### config.mk
export PLATFORM = sky130hd
export DESIGN_NAME = pip_edge_unit
export DESIGN_NICKNAME = d
export VERILOG_FILES = /design/src/hw/rtl/pip_pkg.sv /design/src/hw/rtl/pip_edge_unit.sv
export SDC_FILE = /design/constraint.sdc
export NUM_CORES = 2
export LEC_CHECK = 0
export ABC_AREA = 1
export BUFFER_PORTS_ARGS = -buffer_cell sky130_fd_sc_hd__buf_2
export CAP_MARGIN = 20
export CORE_MARGIN = 2
export CORE_UTILIZATION = 45
export DETAILED_ROUTE_END_ITERATION = 8
export PLACE_DENSITY = 0.72
export RECOVER_POWER = 25
export SLEW_MARGIN = 5
export SYNTH_ARGS = -nofsm -noshare
export SYNTH_HDL_FRONTEND = slang
export SYNTH_SLANG_ARGS = --single-unit
### constraint.sdc
create_clock -name clk -period 11.25 [get_ports clk]
set_input_delay 1.125 -clock clk [delete_from_list [all_inputs] [get_ports clk]]
set_output_delay 1.125 -clock clk [all_outputs]
set_load 0.1 [all_outputs]
### src/hw/rtl/pip_pkg.sv
package pip_pkg;

	// default sizes
	localparam int MAX_VERTICES_DEF = 64;
	localparam int COORD_WIDTH_DEF  = 32;
	localparam int COUNT_WIDTH_DEF  = $clog2(MAX_VERTICES_DEF + 1);

	// multiplier digit width of the edge unit
	localparam int DIGIT_W = 16;

	// action codes of an input beat
	typedef enum logic [1:0] {
		ACT_CLEAR  = 2'd0,
		ACT_APPEND = 2'd1,
		ACT_QUERY  = 2'd2
	} action_t;

	// edge unit response
	typedef struct packed {
		logic done;
		logic crosses;
	} edge_rsp_t;

endpackage

### src/hw/rtl/pip_edge_unit.sv
module pip_edge_unit #(
	parameter int COORD_WIDTH = pip_pkg::COORD_WIDTH_DEF
) (
	input  logic                          clk,
	input  logic                          arst_n,
	input  logic                          start,
	input  logic signed [COORD_WIDTH-1:0] x1,
	input  logic signed [COORD_WIDTH-1:0] y1,
	input  logic signed [COORD_WIDTH-1:0] x2,
	input  logic signed [COORD_WIDTH-1:0] y2,
	input  logic signed [COORD_WIDTH-1:0] qx,
	input  logic signed [COORD_WIDTH-1:0] qy,
	output pip_pkg::edge_rsp_t            rsp
);
	import pip_pkg::*;

	localparam int D     = COORD_WIDTH + 1;
	localparam int NDIG  = (D + DIGIT_W - 1) / DIGIT_W;
	localparam int PAD   = NDIG * DIGIT_W;
	localparam int ACC_W = 2 * D + 1;
	localparam int DW    = (NDIG > 1) ? $clog2(NDIG) : 1;
	localparam int PW    = D + DIGIT_W + 1;

	logic signed [D-1:0]     dy_q, dx_q, rx_q, ry_q;
	logic signed [ACC_W-1:0] acc_q;
	logic                    busy_q;
	logic                    phase_q;
	logic [DW-1:0]           dig_q;
	edge_rsp_t               rsp_q;

	logic                    straddle;
	logic signed [D-1:0]     op_a, op_b;
	logic signed [PAD-1:0]   b_pad;
	logic [DIGIT_W-1:0]      dig_bits;
	logic signed [DIGIT_W:0] dig_val;
	logic signed [PW-1:0]    prod;
	logic signed [ACC_W-1:0] term, acc_nxt;
	logic                    last;

	// edge spans the query line; a horizontal edge never does
	assign straddle = (y1 > qy) != (y2 > qy);

	// phase 0 adds rx*dy, phase 1 subtracts ry*dx, one digit of the right operand at a time
	assign op_a     = phase_q ? ry_q : rx_q;
	assign op_b     = phase_q ? dx_q : dy_q;
	assign b_pad    = PAD'(op_b);
	assign dig_bits = b_pad[dig_q*DIGIT_W +: DIGIT_W];
	assign dig_val  = (dig_q == DW'(NDIG - 1)) ? {dig_bits[DIGIT_W-1], dig_bits}
	                                           : {1'b0, dig_bits};
	assign prod     = op_a * dig_val;
	assign term     = ACC_W'(prod);

	// horner accumulation from the top digit down
	assign acc_nxt  = phase_q ? (acc_q - term) : ((acc_q <<< DIGIT_W) + term);
	assign last     = phase_q && (dig_q == '0);

	// operand differences and accumulator
	always_ff @(posedge clk) begin
		if (start) begin
			dy_q  <= {y2[COORD_WIDTH-1], y2} - {y1[COORD_WIDTH-1], y1};
			dx_q  <= {x2[COORD_WIDTH-1], x2} - {x1[COORD_WIDTH-1], x1};
			rx_q  <= {qx[COORD_WIDTH-1], qx} - {x1[COORD_WIDTH-1], x1};
			ry_q  <= {qy[COORD_WIDTH-1], qy} - {y1[COORD_WIDTH-1], y1};
			acc_q <= '0;
		end else if (busy_q) begin
			acc_q <= acc_nxt;
		end
	end

	// step sequencing and response
	always_ff @(posedge clk or negedge arst_n) begin
		if (!arst_n) begin
			busy_q  <= 1'b0;
			phase_q <= 1'b0;
			dig_q   <= '0;
			rsp_q   <= '0;
		end else begin
			if (start) begin
				phase_q <= 1'b0;
				dig_q   <= DW'(NDIG - 1);
				if (straddle) begin
					busy_q <= 1'b1;
					rsp_q  <= '0;
				end else begin
					rsp_q <= '{done: 1'b1, crosses: 1'b0};
				end
			end else if (busy_q) begin
				if (last) begin
					busy_q <= 1'b0;
					// crossing right of the point: cross term sign opposes the sign of dy
					rsp_q  <= '{done: 1'b1,
					           crosses: (acc_nxt != '0) && (acc_nxt[ACC_W-1] != dy_q[D-1])};
				end else begin
					rsp_q <= '0;
					if (phase_q) begin
						phase_q <= 1'b0;
						dig_q   <= dig_q - 1'b1;
					end else begin
						phase_q <= 1'b1;
					end
				end
			end else begin
				rsp_q <= '0;
			end
		end
	end

	assign rsp = rsp_q;
endmodule

==> impl_metrics.csv <==
group,metric,value,unit
outcome,status,"finished with violations",
outcome,failed_checks,"capacitance limit, slew limit",
timing,relSlewSlack,-122.3,%
setup_path,cp_max_fo,33,
global_routing,grt_pass1_wl,270.8,mm
cells_and_area,syn_to_final_growth,8.740,%
detailed_routing,ant_nets,0,
detailed_routing,routed-via-count,43490,
detailed_routing,first_pass_iters,8,
logic_synthesis,synthDistinctLibCells,71,
setup_path,cp_slowest_cell,"fa_1",
global_routing,grt_max_degree,74,
setup_path,arrival,11.39,ns
detailed_routing,avgRoutedWirePerCell,22.82,um
timing,fin_crit_sh,96.43,%
cells_and_area,final_area,49360,sq um
die,dieWidth,321.6,um
logic_synthesis,yosysWarnings,0,
setup_path,critPathLaunchType,"flip-flop",
timing,worst_slew_pin_slew,3.334,ns
timing,fin_setup_tns,0,ns
place,placed_area,48390,sq um
setup_path,cpPeakStageDelay,0.65,ns
logic_synthesis,ys_ff_latch,205,
cells_and_area,drive_gt1_share,8.848,%
clocking,cts_hold_buf,0,
setup_path,reg2reg_depth,46,
clocking,clk_pin_slew,0.07,ns
logic_synthesis,synth-main-ff-cell,"edfxtp_1",
global_routing,grtUsageTotal,35.30,%
logic_synthesis,synth_area_leaders,"fa_1 24%, nand2_1 13%, inv_1 11%",
die,num_io_pins,197,
detailed_routing,wirelength,184.6,mm
global_routing,overflow,0,
clocking,cts_tree,"built",
timing,period_minus_slack,10.85,ns
detailed_routing,route.detailed.drc,0,
setup_path,crit_type,"reg2reg",
logic_synthesis,syn_inst,6540,
hold_path,min_to,"acc_q[65]",
place,finalWeightedCongestion,1.061,
setup_path,reg2reg_setup_slack,0.40,ns
global_routing,grt_pass1_vias,43610,
setup_path,cp.required,11.79,ns
logic_synthesis,async_flop_share,2.927,%
cells_and_area,fillCellCount,10310,
setup_path,rr_endpoint,"rsp[0]",
timing,finalSetupViolations,0,
clocking,cts_buffers,25,
logic_synthesis,avgSynthCellArea,6.941,sq um
place,dp_hpwl,162.6,mm
hold_path,worst_hold_path_type,"reg2reg",
timing,rsz0062_at_grt,"false",
hold_path,hold_start,"acc_q[65]",
die,die_area,103400,sq um
timing,clock.fmax,92.18,MHz
setup_path,cpMostUsedCell,"nand2_1",
hold_path,worstHoldPathCells,2,
clocking,root_buffer,"clkbuf_16",
die,rows,116,
detailed_routing,dr.first_iter.drc_count,3225,
logic_synthesis,yosysSeqAreaShare,12.02,%
logic_synthesis,synth_area,45400,sq um
job,cap_violations,2,
die,initial_core_util,45.40,%
clocking,h-tree-depth,1,
setup_path,r2r_start,"phase_q",
timing,slew_viol_final,88,
global_routing,antenna_found_initial,20,
logic_synthesis,syn_nets,7674,
timing,skew,0.04235,ns
setup_path,crit_path_end_kind,"flip-flop",
die,core,100000,sq um
logic_synthesis,synth_top_area_share,23.95,%
cells_and_area,nets,7885,
clocking,insertion_delay,0.62,ns
die,dieHeight,321.6,um
logic_synthesis,synth_top_cell_by_area,"fa_1",
clocking,cts_sinks,205,
timing,whs,0.5083,ns
clocking,ctsLongestPathBuffers,3,
place,portBuffers,196,
timing,finalHoldViolCount,0,
detailed_routing,via_per_inst,5.378,
logic_synthesis,synth_edf_count,132,
[synthesized netlist by cell type (all sizes together), types with 15 or more instances]
| cell type | instances |
|---|---|
| a21o | 17 |
| a21oi | 374 |
| a221o | 15 |
| a31oi | 29 |
| buf | 45 |
| clkbuf | 81 |
| dfxtp | 67 |
| edfxtp | 132 |
| fa | 543 |
| ha | 396 |
| inv | 1400 |
| nand2 | 1638 |
| nand3 | 254 |
| nand4 | 58 |
| nor2 | 791 |
| nor3 | 35 |
| nor4 | 19 |
| o211ai | 24 |
| o21ai | 260 |
| o21bai | 29 |
| or2 | 43 |
| xnor2 | 64 |
| xor2 | 131 |
[cell families after synthesis]
| logic type | Yosys count | share of synthesized area, % |
|---|---|---|
| compound gates | 803 | 10.45 |
| flops | 205 | 12.02 |
| mux | 1 | 0.02205 |
| fa+ha+maj | 939 | 34.86 |
| simple gates | 2863 | 26.07 |
| xor+xnor | 196 | 3.812 |
| buf+inv | 1533 | 12.77 |
[cell usage in the layout, fill, tap and decap left out, types with 26 or more instances in the layout]
master | synthesis | layout
a21oi_1 | 350 | 351
a31oi_1 | 28 | 28
buf_2 | 24 | 193
buf_4 | 3 | 104
clkbuf_16 | 0 | 26
dfxtp_1 | 67 | 67
edfxtp_1 | 132 | 132
fa_1 | 543 | 542
ha_1 | 396 | 394
inv_1 | 1368 | 1363
inv_2 | 32 | 33
nand2_1 | 1606 | 1604
nand2_2 | 31 | 33
nand3_1 | 239 | 238
nand4_1 | 58 | 58
nor2_1 | 750 | 747
nor2_2 | 35 | 38
nor3_1 | 29 | 29
o21ai_0 | 198 | 198
o21ai_1 | 32 | 31
o21ai_2 | 30 | 31
or2_2 | 35 | 35
xnor2_1 | 64 | 64
xor2_1 | 131 | 128
[metal layers]
metal	part of all wire, %	routed length [um]	GRT usage, %
met1	38	69600	40.58
met4	8.4	15570	24.58
met2	48	88400	61.10
met3	6.0	10990	4.376
met5	0.0070	13	0
[cell type report]
type / count / area (sq um) / share of cell area (%)
inverter: 1407 / 5296 / 10.73
clock inverter: 15 / 131.4 / 0.2661
clock buffer: 31 / 661.9 / 1.341
antenna: 19 / 47.55 / 0.09631
tap: 1298 / 1624 / 3.290
timing repair buffer: 310 / 1938 / 3.926
multi-input combinational: 4802 / 34210 / 69.29
sequential: 205 / 5460 / 11.06
[sequential cells by signal, summed over array words and instances (netlist names)]
| register | flops |
|---|---|
| rx_q | 33 |
| acc_q | 67 |
| dig_q | 2 |
| busy_q | 1 |
| ry_q | 33 |
| phase_q | 1 |
| rsp | 2 |
| dx_q | 33 |
| dy_q | 33 |
[worst max path at each step]
stage / startpoint / to / slack, ns / cells past startpoint
final: phase_q / rsp[0] / 0.40 / 46
after global routing: phase_q / rsp[0] / 0.03 / 47
after CTS: phase_q / rsp[0] / 0.24 / 49
after detailed placement: phase_q / rsp[0] / 0.26 / 49
after global placement: phase_q / rsp[0] / 0.31 / 49
after floorplan: phase_q / rsp[0] / 2.13 / 43
[worst max-delay path: cells and delay by family (launching register included)]
| kind | cells | cell delay, ns |
|---|---|---|
| AO/OA/AOI/OAI | 1 | 0.37 |
| adder cells (fa/ha/maj) | 8 | 4.17 |
| buffers and inverters | 12 | 1.61 |
| flip-flops | 1 | 0.61 |
| AND/OR/NAND/NOR | 25 | 3.96 |
[through the flow]
stage	util [%]	instances	setup slack, ns
floorplan	-	6540	2.134
global placement	48.38	8016	0.3120
detailed placement	48.39	8017	0.2625
CTS	49.18	8063	0.2378
global route	49.36	8084	0.03386
finish	49.36	8087	0.4021
[timing repair]
action	4_1_cts	5_1_grt
setup endpoints to repair	0	1
setup buffers	0	3
resized for setup	0	26
Power is not shown: default switching activity piles up to over one toggle a cycle in this logic, so the estimate is an artifact.
